--- src/hdl/rbsi_pkg.sv ---
`timescale 1ns / 1ps
// ----------------------------------------------------------------------------
// rbsi_pkg
// Shared widths, types and helper functions for the ray/box slab test.
// ----------------------------------------------------------------------------
package rbsi_pkg;

  localparam int CB = 32;               // coordinate width
  localparam int FB = 16;               // fraction bits
  localparam int DW = CB + 1;           // corner minus origin
  localparam int NW = CB + FB;          // numerator / quotient magnitude
  localparam int QW = NW + 1;           // signed slab distance
  localparam int PW = 2 * CB;           // product width
  localparam int MW = PW - FB + 1;      // scaled product, signed
  localparam int SW = MW + 1;           // scaled product plus origin
  localparam int IDX_BITS = 3;
  localparam int QUEUE_DEPTH = 4;

  typedef logic signed [CB-1:0] coord_t;
  typedef logic signed [DW-1:0] diff_t;
  typedef logic signed [QW-1:0] quot_t;
  typedef logic signed [PW-1:0] prod_t;
  typedef logic signed [MW-1:0] scl_t;
  typedef logic signed [SW-1:0] sum_t;

  typedef enum logic [IDX_BITS-1:0] {
    REG_BOX_MIN_X = 3'd0,
    REG_BOX_MIN_Y = 3'd1,
    REG_BOX_MIN_Z = 3'd2,
    REG_BOX_MAX_X = 3'd3,
    REG_BOX_MAX_Y = 3'd4,
    REG_BOX_MAX_Z = 3'd5
  } reg_idx_t;

  typedef struct packed {
    coord_t [2:0] org;
    coord_t [2:0] dir;
    logic   [2:0] dz;
    logic         blocked;
    diff_t  [2:0] dlo;
    diff_t  [2:0] dhi;
  } item_t;

  typedef struct packed {
    coord_t [2:0] org;
    coord_t [2:0] dir;
    logic   [2:0] dz;
    logic         blocked;
  } side_t;

  typedef struct packed {
    logic  ok;
    quot_t n;
    quot_t f;
  } span_t;

  localparam coord_t COORD_MAX = {1'b0, {(CB-1){1'b1}}};
  localparam coord_t COORD_MIN = {1'b1, {(CB-1){1'b0}}};

  function automatic span_t span_merge(input span_t a, input span_t b);
    span_t r;
    r.ok = a.ok | b.ok;
    if (a.ok && b.ok) begin
      r.n = (a.n < b.n) ? b.n : a.n;
      r.f = (b.f < a.f) ? b.f : a.f;
    end else if (a.ok) begin
      r.n = a.n;
      r.f = a.f;
    end else begin
      r.n = b.n;
      r.f = b.f;
    end
    return r;
  endfunction

  function automatic coord_t sat_q(input quot_t v);
    coord_t r;
    if ((&v[QW-1:CB-1]) || !(|v[QW-1:CB-1])) begin
      r = coord_t'(v[CB-1:0]);
    end else begin
      r = v[QW-1] ? COORD_MIN : COORD_MAX;
    end
    return r;
  endfunction

  function automatic coord_t sat_s(input sum_t v);
    coord_t r;
    if ((&v[SW-1:CB-1]) || !(|v[SW-1:CB-1])) begin
      r = coord_t'(v[CB-1:0]);
    end else begin
      r = v[SW-1] ? COORD_MIN : COORD_MAX;
    end
    return r;
  endfunction

endpackage

--- src/hdl/rbsi_front.sv ---
`timescale 1ns / 1ps
// ----------------------------------------------------------------------------
// rbsi_front
// Accepts a ray, flags flat axes and forms the corner minus origin terms.
// ----------------------------------------------------------------------------
module rbsi_front (
  input  logic                    in_valid,
  output logic                    in_ready,
  input  rbsi_pkg::coord_t [2:0]  org,
  input  rbsi_pkg::coord_t [2:0]  dir,
  input  rbsi_pkg::coord_t [2:0]  box_min,
  input  rbsi_pkg::coord_t [2:0]  box_max,
  input  logic                    q_full,
  output logic                    push,
  output rbsi_pkg::item_t         item
);

  logic [2:0] outside;

  assign in_ready = !q_full;
  assign push     = in_valid && !q_full;

  always_comb begin
    item.org = org;
    item.dir = dir;
    for (int a = 0; a < 3; a++) begin
      item.dz[a]  = (dir[a] == '0);
      outside[a]  = ($signed(org[a]) < $signed(box_min[a])) ||
                    ($signed(box_max[a]) < $signed(org[a]));
      item.dlo[a] = rbsi_pkg::diff_t'($signed(box_min[a])) -
                    rbsi_pkg::diff_t'($signed(org[a]));
      item.dhi[a] = rbsi_pkg::diff_t'($signed(box_max[a])) -
                    rbsi_pkg::diff_t'($signed(org[a]));
    end
    item.blocked = |(item.dz & outside);
  end

endmodule

--- config.mk ---
export PLATFORM = sky130hd
export DESIGN_NAME = rbsi_front
export DESIGN_NICKNAME = d
export VERILOG_FILES = /design/src/hdl/rbsi_pkg.sv /design/src/hdl/rbsi_front.sv
export SDC_FILE = /design/constraint.sdc
export NUM_CORES = 1
export LEC_CHECK = 0
export BUFFER_PORTS_ARGS = -buffer_cell sky130_fd_sc_hd__buf_2
export CAP_MARGIN = 10
export CORE_AREA = 2 2 303 305
export DETAILED_ROUTE_END_ITERATION = 16
export DIE_AREA = 0 0 305 307
export PLACE_DENSITY = 0.43
export SLEW_MARGIN = 20
export SYNTH_ARGS = -nofsm -noshare
export SYNTH_HDL_FRONTEND = slang
export SYNTH_SLANG_ARGS = --single-unit
export TNS_END_PERCENT = 5
--- constraint.sdc ---
create_clock -name vclk -period 4.4
set_input_delay 0.22 -clock vclk [all_inputs]
set_output_delay 0.22 -clock vclk [all_outputs]
set_load 0.01 [all_outputs]
==> flow_summary.toml <==
[detailed_routing]
first_iter_violations = 749
wl_per_cell_um = 18.8
dr.pass1.iters = 5
routed_wl_mm = 65.0
drc = 0
antenna_left = 0
vias_per_cell = 4.09
dr_total_vias = 14200

[global_route]
overflow = 0
globalRouteTotalUtil_pct = 12.8
grt_pass1_wl_mm = 89.7
antenna_found_initial = 32
grt_pass1_vias = 13200
grt_max_degree = 11

[sta]
drv_slew = 0
max_freq_mhz = 266
slew_headroom_pct = 21.5
finalHoldViolCount = 0
setup_viol = 0
max_slew.worst_pin.slew_ps = 1170
hold_slack_ps = 637
rsz0062_at_grt = "no"
setup_tns_ps = 0
period_share_pct = 85.4
period_needed_ps = 3760

[worst_setup_path]
worstSetupStartpoint = "org[32]"
critPathArrivalTime_ps = 3540
cp-start-kind = "primary input"
worst-path-max-fanout = 4
worst_setup_path_end_kind = "primary output"
crit_type = "in -> out"
worstPathRequired_ps = 4180

[power_and_ir_drop]
ir_drop_mv = 0.0554
power.total_mw = 2.74
power_density_mw_per_mm2 = 174
p_leak_nw = 8.22

[die]
rows = 111
die_area_mm2 = 0.0936
io-pin-count = 782
core-area_mm2 = 0.0907
die_x_um = 305
die_h_um = 307
initial_core_util_pct = 12.9

[layout]
drive_above_1_share_pct = 35.9
fillers = 10500
area_growth_pct = 34.1
seq_cell_count = 0
fin_nets = 2855
regArea_um2 = 0
layout_commonest_cell = "buf_2"
most-common-layout-cells = "buf_2 (782), ha_1 (198), a21oi_1 (151)"
num-clock-buffers = 0

[placement]
gp_congestion = 0.910
numPortBuffers = 782
hpwl_mm = 60.5

[worst_hold_path]
hold_depth = 2
hp-class = "in -> out"
min-delay-start = "org[20]"
hold_end = "item[318]"

[job]
maxCapViolations = 0

[synth]
synth-seq-area-share_pct = 0
ys_warn_count = 0
synthesis.nets = 2267
postSynthCellCount = 1677
ys_types = 80
syn_area_mm2 = 0.0117
synth_area_per_cell_um2 = 7.00

[outcome]
outcome = "completed"

[clock_tree]
postCtsSetupRepairBufs = 0
postCtsHoldBufs = 0
cts-resized-gates = 0
logic make-up (layout without fill, tap and decap cells):
group | after synthesis | after routing | synth area share [%]
AOI/OAI and AO/OA | 522 | 522 | 29.5
xor gates and xnor gates | 157 | 157 | 11.7
adders and majority gates | 204 | 204 | 22.1
buffers and inverters | 357 | 943 | 17.6
muxes | 3 | 3 | 0.266
other | 0 | 8 | 0
and+or+nand+nor | 434 | 434 | 18.8
Yosys cell counts (all sizes together) (21+ instances only):
cell type / n / area (um^2)
nor3: 22 / 110
o21bai: 22 / 165
buf: 194 / 1450
nand3: 42 / 215
nor2b: 30 / 195
ha: 198 / 2480
nand4: 21 / 131
nor4: 31 / 200
o21a: 32 / 240
xnor2: 104 / 911
a21o: 85 / 638
nand2: 90 / 338
nor2: 104 / 390
nand2b: 29 / 181
a21oi: 151 / 756
o21ai: 98 / 494
xor2: 53 / 464
inv: 150 / 563
area by class of cell:
type,instances,area (um^2),share of cell area (%)
Antenna cell,8,20.0,0.127
Inverter,150,563,3.58
Multi-Input combinational cell,1320,9680,61.5
Tap cell,1186,1480,9.43
Timing Repair Buffer,793,4000,25.4
critical path, stage by stage:
cell and delay [ps]:
buf_2 110, ha_1 220, fa_1 410, nor2b_1 180, o31a_1 210, o211ai_1 120
a31oi_1 350, o21bai_1 150, a21oi_1 360, o2111ai_1 260, a21o_1 280, a211oi_1 270
buf_4 180, nor2_1 50, buf_2 140
metrics by stage:
step | util [%] | instance area, um^2 | setup slack [ps] | cells
after global routing | 17.4 | 15700 | 390 | 3454
after detailed placement | 17.3 | 15700 | 575 | 3449
after floorplan | - | 11700 | 1530 | 1677
after global placement | 17.3 | 15700 | 632 | 3449
after CTS | 17.3 | 15700 | 556 | 3449
final | 17.4 | 15700 | 642 | 3457
metal layers:
layer  wire length, um  global-route usage (%)  up-vias
met5               167                       0        -
met4               978                    1.53       28
met3              5670                    3.95       64
met2             30200                    21.8      522
met1             28000                    16.2     6476
li1                  -                       -     7062
worst max-delay path by stage:
stage	cells after the start	slack, ps	endpoint
after floorplan	13	1530	item[129]
after global placement	14	630	item[130]
after detailed placement	14	580	item[130]
after CTS	14	560	item[130]
after global routing	15	390	item[65]
final	15	640	item[65]
report_power, final:
part	leakage [nW]	internal (mW)	switching (mW)
Combinational	8.22	1.11	1.63
Sequential	0	0	0
Clock	0.0000507	0.000000244	0
Total	8.22	1.11	1.63
(Power assumes the default switching activity.)
