## src/hdl/rbsi_fifo.sv

```systemverilog
`timescale 1ns / 1ps
// ----------------------------------------------------------------------------
// rbsi_fifo
// Small queue between the classify front and the arithmetic back.
// ----------------------------------------------------------------------------
module rbsi_fifo #(
  parameter int WIDTH = 8,
  parameter int DEPTH = 4
) (
  input  logic             clk,
  input  logic             rst_n,
  input  logic             push,
  input  logic [WIDTH-1:0] wdata,
  input  logic             pop,
  output logic [WIDTH-1:0] rdata,
  output logic             full,
  output logic             empty
);

  localparam int PTR_W = (DEPTH > 1) ? $clog2(DEPTH) : 1;
  localparam int CNT_W = $clog2(DEPTH + 1);

  logic [WIDTH-1:0] mem_r [DEPTH];
  logic [PTR_W-1:0] wr_ptr_r, rd_ptr_r;
  logic [CNT_W-1:0] cnt_r;

  assign full  = (cnt_r == CNT_W'(DEPTH));
  assign empty = (cnt_r == '0);
  assign rdata = mem_r[rd_ptr_r];

  always_ff @(posedge clk) begin
    if (push) begin
      mem_r[wr_ptr_r] <= wdata;
    end
  end

  always_ff @(posedge clk) begin
    if (!rst_n) begin
      wr_ptr_r <= '0;
      rd_ptr_r <= '0;
      cnt_r    <= '0;
    end else begin
      if (push) begin
        wr_ptr_r <= (wr_ptr_r == PTR_W'(DEPTH - 1)) ? '0 : wr_ptr_r + 1'b1;
      end
      if (pop) begin
        rd_ptr_r <= (rd_ptr_r == PTR_W'(DEPTH - 1)) ? '0 : rd_ptr_r + 1'b1;
      end
      if (push && !pop) begin
        cnt_r <= cnt_r + 1'b1;
      end else if (pop && !push) begin
        cnt_r <= cnt_r - 1'b1;
      end
    end
  end

endmodule

```

## config.mk

```make
export PLATFORM = sky130hd
export DESIGN_NAME = rbsi_fifo
export DESIGN_NICKNAME = d
export VERILOG_FILES = /design/src/hdl/rbsi_fifo.sv
export SDC_FILE = /design/constraint.sdc
export NUM_CORES = 1
export LEC_CHECK = 0
export BUFFER_PORTS_ARGS = -buffer_cell sky130_fd_sc_hd__buf_2
export CORE_MARGIN = 8
export CORE_UTILIZATION = 40
export DETAILED_ROUTE_END_ITERATION = 16
export GPL_ROUTABILITY_DRIVEN = 1
export HOLD_SLACK_MARGIN = 0.06
export MAX_ROUTING_LAYER = met4
export PLACE_DENSITY = 0.59
export SLEW_MARGIN = 20
export SYNTH_ARGS = -nofsm -noshare
export SYNTH_HDL_FRONTEND = slang
export SYNTH_SLANG_ARGS = --single-unit
```

## constraint.sdc

```tcl
create_clock -name clk -period 2 [get_ports clk]
set_clock_uncertainty 0.1 [all_clocks]
set_input_delay 0.4 -clock clk [delete_from_list [all_inputs] [get_ports clk]]
set_output_delay 0.4 -clock clk [all_outputs]
set_load 0.05 [all_outputs]
```

==> impl_metrics.csv, run 1 <==
group,metric,value,unit
synth,ys_warn_count,0,
sta,hold_viol_final,0,
routing,vias,807,
power_and_ir_drop,comb_power_share,0.183,
power_and_ir_drop,power.internal,1.35,mW
synth,synth_nets,105,
setup_path,r2r_cells,4,
power_and_ir_drop,vdd_drop_max,0.655,mV
place,place.detailed.hpwl,1860,um
sta,worst_pin_slew,444,ps
run,drv_cap,0,
routing,post_drt_wl_per_cell,16.2,um
routing,drtAntennaViolNets,0,
grt,grt.overflow.total,0,
synth,ys_ff_latch,41,
setup_path,r2r_slack,410,ps
setup_path,start_kind,"flip-flop",
floorplanning,coreArea,3940,sq um
hold_path,hold_path.class,"primary input to flip-flop",
setup_path,cp_data_arrival_time,1460,ps
clock_network,cts_max_level,2,
routing,dr.pass1.iters,4,
sta,setup_viol,0,
sta,setup_slack,41.5,ps
grt,antenna_found_initial,0,
setup_path,cp_max_fo,8,
power_and_ir_drop,power.net_switching,497,uW
floorplanning,io_pins,22,
grt,grt_usage,0.0932,
cells_and_area,syn2layout_area_growth,19.8,%
sta,tns,0,ps
grt,grt_pass1_vias,885,
clock_network,cts_tree,"done",
setup_path,criticalPathCategory,"flip-flop to output port",
floorplanning,initial_core_util,0.410,
power_and_ir_drop,seqPwrFrac,0.545,
power_and_ir_drop,switching_share,0.270,
sta,fin_crit,1960,ps
cells_and_area,num_antenna_cells,0,
hold_path,holdPathEnd,"mem_r[0][0]",
status,outcome,"finished clean",
routing,drtIter0Drc,34,
floorplanning,die_area,6330,sq um
sta,relSlewSlack,0.704,
clock_network,cts.sinks,41,
setup_path,r2r_end,"cnt_r[2]",
routing,wl,2670,um
place,placed_cell_area,1800,sq um
setup_path,required,1500,ps
power_and_ir_drop,p_clk_frac,0.272,
setup_path,r2r_start,"cnt_r[0]",
routing,vias_per_cell,4.89,
clock_network,clockRootBuffer,"clkbuf_8",
cells_and_area,fin_area,1930,sq um
cells_and_area,drive_above_1_share,0.357,
power_and_ir_drop,power.density,953,nW/um^2
sta,grt_setup_unrepaired,"true",
sta,fin_crit_sh,0.979,
floorplanning,die_w,79.5,um
floorplanning,die_y,79.5,um
synth,synth_area_per_cell,18.8,sq um
power_and_ir_drop,power.total,1.84,mW
synth,seq_area_frac_synth,0.706,
routing,drc,0,
floorplanning,fp-row-count,23,
setup_path,critical_path.endpoint_type,"output port",
clock_network,cts.path.max_buffers,2,
synth,synth.distinct_cells,20,
place,pre_cts_ws,1.64,ps
hold_path,whs_path_depth,1,
grt,grt_max_degree,13,
clock_network,clkTransAtPathRegs,80,ps
synth,netlist_area,1620,sq um
hold_path,min_from,"wdata[0]",
sta,clock.fmax,511,MHz
place,port_buffers,21,
synth,synth_cells,86,
sta,slew_viol_final,0,
power_and_ir_drop,power.leakage,0.711,nW
clock_network,clkLatencyLatePin,280,ps
clock_network,cts_made_buffers,5,
place,place_congestion,0.709,
cells_and_area,num-nets-final,133,
grt,grt_pass1_wl,4290,um
## worst max-delay path by stage
stage / start / to / slack (ps) / cells past startpoint
6_report: flip-flop / rdata[4] / 40 / 3
4_1_cts: flip-flop / rdata[3] / 20 / 3
2_1_floorplan: cnt_r[0] / empty / 60 / 1
3_3_place_gp: pop / cnt_r[2] / 60 / 8
3_5_place_dp: pop / cnt_r[2] / 2 / 8
5_1_grt: flip-flop / rdata[0] / -20 / 3
## registers in the layout (all words and copies together) (netlist names), named ones only
name and flops:
cnt_r 3, rd_ptr_r 2, mem_r 32, wr_ptr_r 2
## Yosys cell counts, drive strengths merged
| cell | n | area, sq um |
|---|---|---|
| nor3b | 1 | 7.51 |
| buf | 1 | 11.3 |
| mux4 | 8 | 180 |
| nor2 | 1 | 3.75 |
| nor3 | 2 | 10.0 |
| a21boi | 1 | 7.51 |
| mux2i | 4 | 40.0 |
| and2 | 5 | 31.3 |
| inv | 4 | 15.0 |
| xnor2 | 1 | 8.76 |
| ha | 6 | 75.1 |
| edfxtp | 32 | 961 |
| dfxtp | 9 | 180 |
| clkbuf | 1 | 5.00 |
| o21a | 1 | 7.51 |
| nor2b | 5 | 31.3 |
| o21ai | 1 | 5.00 |
| fa | 1 | 20.0 |
| xor2 | 1 | 8.76 |
| or3 | 1 | 6.26 |
## layout by cell type (no fill, tap or decap), types with 2 or more instances in the layout
master and instances:
and2_1 5, edfxtp_1 32, mux2i_1 4, inv_1 4, buf_2 13, mux4_2 8
clkbuf_8 5, clkinv_2 2, dfxtp_1 7, nor3_1 2, ha_1 6, dfxtp_2 2
nor2b_1 5, buf_6 8
## through the flow
stage,hold WS [ps],cells,util
6_report,225,165,0.491
5_1_grt,229,165,0.491
4_1_cts,220,165,0.487
3_5_place_dp,408,157,0.456
3_3_place_gp,389,157,0.456
2_1_floorplan,364,86,-
## power by group through the flow
| stage | Clock [mW] | Combinational (mW) | Sequential, mW |
|---|---|---|---|
| floorplan | 0 | 0.236 | 1.01 |
| global placement | 0 | 0.303 | 1.02 |
| detailed placement | 0 | 0.311 | 1.02 |
| CTS | 0.515 | 0.336 | 1.00 |
| global route | 0.552 | 0.359 | 1.01 |
| finish | 0.502 | 0.338 | 1.00 |
## final cells by class
cell class | instances | area [sq um]
clock buffers | 6 | 72.6
multi-input cells | 39 | 448
well taps | 50 | 62.6
flip-flops and latches | 41 | 1140
clock inverters | 2 | 10.0
fillers | 328 | 2010
repair buffers | 23 | 183
inverters | 4 | 15.0
## repair_timing
item	4_1_cts	5_1_grt
setup buffers	0	0
pin swaps	0	0
hold buffers	0	0
setup endpoints to repair	8	6
cloned	0	0
gates resized for setup	14	4
## critical path, stage by stage (launching register included)
cell	delay (ps)
dfxtp_2	340
buf_12	140
mux4_2	520
buf_6	170
## cells by family (layout without fill, tap and decap cells)
family / Yosys count / count (layout) / share of synthesized area
AO/OA/AOI/OAI: 3 / 3 / 0.0124
XOR/XNOR: 2 / 2 / 0.0108
adder cells (fa/ha/maj): 7 / 7 / 0.0589
buffers and inverters: 6 / 35 / 0.0194
flip-flops: 41 / 41 / 0.706
multiplexers: 12 / 12 / 0.136
AND/OR/NAND/NOR: 15 / 15 / 0.0558
## per-layer routing
layer,GRT usage,wire length (um)
met1,0.103,1090
met2,0.145,1360
met3,0.0293,163
met4,0.0556,57
met5,-,0
(Power assumes the default switching activity.)
==> inputs of run 2 (changes only) <==
BUFFER_PORTS_ARGS = -buffer_cell sky130_fd_sc_hd__buf_4   (was -buffer_cell sky130_fd_sc_hd__buf_2)
CORE_UTILIZATION = 55   (was 40)
PLACE_DENSITY = 0.77   (was 0.59)
==> run 2 against run 1 <==
Compared with the run above: the flow now finishes with violations (setup timing); total power shrank 6.6%; non-clock buffer count down 1; wire length is 2.6% lower; critical endpoint is now rdata[1]; setup slack lost 51 ps; flip-flop and latch count unchanged; register-to-register slack got worse by 40 ps; final cell count fell by 12%.
==> impl_metrics.csv, run 2 (synthesized netlist as in run 1, its figures left out) <==
group,metric,value,unit
power_and_ir_drop,power.density,906,nW/um^2
routing,wl,2600,um
setup_path,start_kind,"flip-flop",
place,place_congestion,0.671,
floorplanning,initial_core_util,0.581,
routing,drtIter0Drc,76,
setup_path,critical_path.endpoint_type,"output port",
floorplanning,die_area,4930,sq um
floorplanning,fp-row-count,19,
hold_path,min_from,"wdata[0]",
hold_path,whs_path_depth,1,
cells_and_area,top_regs,"mem_r: 32 flops, cnt_r: 3 flops",
place,placed_cell_area,1820,sq um
power_and_ir_drop,switching_share,0.271,
routing,post_drt_wl_per_cell,17.9,um
sta,slew_viol_final,0,
clock_network,cts_tree,"done",
sta,setup_slack,-9.92,ps
setup_path,r2r_start,"cnt_r[0]",
setup_path,r2r_slack,370,ps
routing,vias_per_cell,5.46,
clock_network,cts_max_level,2,
place,port_buffers,21,
cells_and_area,num-nets-final,132,
setup_path,r2r_cells,4,
floorplanning,io_pins,22,
routing,drc,0,
sta,setup_viol,3,
sta,relSlewSlack,0.718,
clock_network,clkLatencyLatePin,330,ps
grt,grt.overflow.total,0,
sta,fin_crit_sh,1.00,
cells_and_area,syn2layout_area_growth,17.7,%
sta,grt_setup_unrepaired,"true",
clock_network,post_cts_buffers,0,
setup_path,r2r_end,"cnt_r[2]",
clock_network,clkTransAtPathRegs,110,ps
cells_and_area,regMostFlops,"mem_r",
sta,fin_crit,2010,ps
floorplanning,die_y,70.2,um
power_and_ir_drop,p_clk_frac,0.216,
clock_network,cts_made_buffers,5,
sta,worst_pin_slew,422,ps
clock_network,clockRootBuffer,"clkbuf_4",
clock_network,cts.path.max_buffers,2,
grt,grt_pass1_vias,904,
grt,antenna_found_initial,0,
cells_and_area,final_cell_mix,"edfxtp_1 (32), buf_4 (13), mux4_2 (8), dfxtp_1 (8), buf_6 (8)",
run,drv_cap,0,
power_and_ir_drop,seqPwrFrac,0.583,
cells_and_area,drive_above_1_share,0.325,
setup_path,cp_max_fo,8,
power_and_ir_drop,power.internal,1.25,mW
clock_network,cts-hold-fix-buffers,0,
hold_path,hold_path.class,"primary input to flip-flop",
floorplanning,die_w,70.2,um
power_and_ir_drop,power.total,1.72,mW
setup_path,criticalPathCategory,"flip-flop to output port",
setup_path,cp_data_arrival_time,1510,ps
place,pre_cts_ws,-13.4,ps
clock_network,cts.sinks,41,
status,outcome,"finished, violations left",
grt,grt_pass1_wl,4320,um
routing,vias,792,
cells_and_area,fin_area,1900,sq um
cells_and_area,post-route-util,0.683,
floorplanning,coreArea,2780,sq um
cells_and_area,largest_reg_flops,32,
sta,fin_hold_ws,163,ps
power_and_ir_drop,vdd_drop_max,0.818,mV
power_and_ir_drop,power.net_switching,467,uW
routing,dr.pass1.iters,4,
routing,drtAntennaViolNets,0,
sta,clock.fmax,498,MHz
sta,hold_viol_final,0,
power_and_ir_drop,power.leakage,0.698,nW
setup_path,required,1500,ps
power_and_ir_drop,comb_power_share,0.201,
cells_and_area,num_antenna_cells,0,
status,violations,"setup timing",
hold_path,holdPathEnd,"mem_r[0][0]",
cells_and_area,layout_commonest_cell,"edfxtp_1",
grt,grt_usage,0.114,
place,place.detailed.hpwl,1920,um
grt,grt_max_degree,12,
==> run 2: cell types whose count changed in the layout (fill, tap and decap cells not counted) <==
| cell | change |
|---|---|
| clkinv_2 | -2 |
| dfxtp_1 | +1 |
| dfxtp_2 | -1 |
| buf_2 | -13 |
| clkbuf_8 | -5 |
| clkbuf_4 | +5 |
| buf_4 | +12 |
| clkbuf_1 | +2 |
==> run 2: how the worst max path moves through the flow <==
stage	start	to	slack (ps)
final	flip-flop	rdata[1]	-10
after global routing	flip-flop	rdata[1]	-90
after CTS	flip-flop	rdata[2]	-30
after detailed placement	pop	cnt_r[2]	-10
after global placement	pop	cnt_r[2]	80
after floorplan	cnt_r[0]	empty	60
==> run 2: critical path, stage by stage (launching register included) <==
cell and delay [ps]:
dfxtp_2 350, buf_12 140, mux4_2 520, buf_6 170
==> run 2: repair_timing <==
item                       in CTS  in global routing
gates cloned                    0                  0
resized for setup               9                  0
setup endpoints to repair       8                  8
==> run 2: per-stage QoR <==
step / setup TNS, ps / cells
3_3_place_gp: 0 / 137
2_1_floorplan: 0 / 86
6_report: -14.7 / 145
4_1_cts: -158 / 145
5_1_grt: -594 / 145
3_5_place_dp: -13.4 / 137
==> run 2: area by class of cell <==
class | count | area, sq um
clock buffers | 8 | 48.8
well taps | 31 | 38.8
fillers | 197 | 881
repair buffers | 22 | 208
inverters | 4 | 15.0
flip-flops and latches | 41 | 1140
multi-input cells | 39 | 448
==> run 2: power by group through the flow <==
| stage | combinational, mW | clock (mW) | sequential (mW) |
|---|---|---|---|
| 2_1_floorplan | 0.236 | 0 | 1.01 |
| 3_3_place_gp | 0.321 | 0 | 1.02 |
| 3_5_place_dp | 0.335 | 0 | 1.02 |
| 4_1_cts | 0.353 | 0.381 | 1.00 |
| 5_1_grt | 0.371 | 0.412 | 1.01 |
| 6_report | 0.347 | 0.372 | 1.00 |
==> run 2: metal layers <==
metal,GRT usage,up-vias,share of wire
li1,-,378,-
met1,0.121,389,0.41
met2,0.187,21,0.53
met3,0.0424,4,0.049
met4,0.0513,0,0.0092
met5,-,-,0
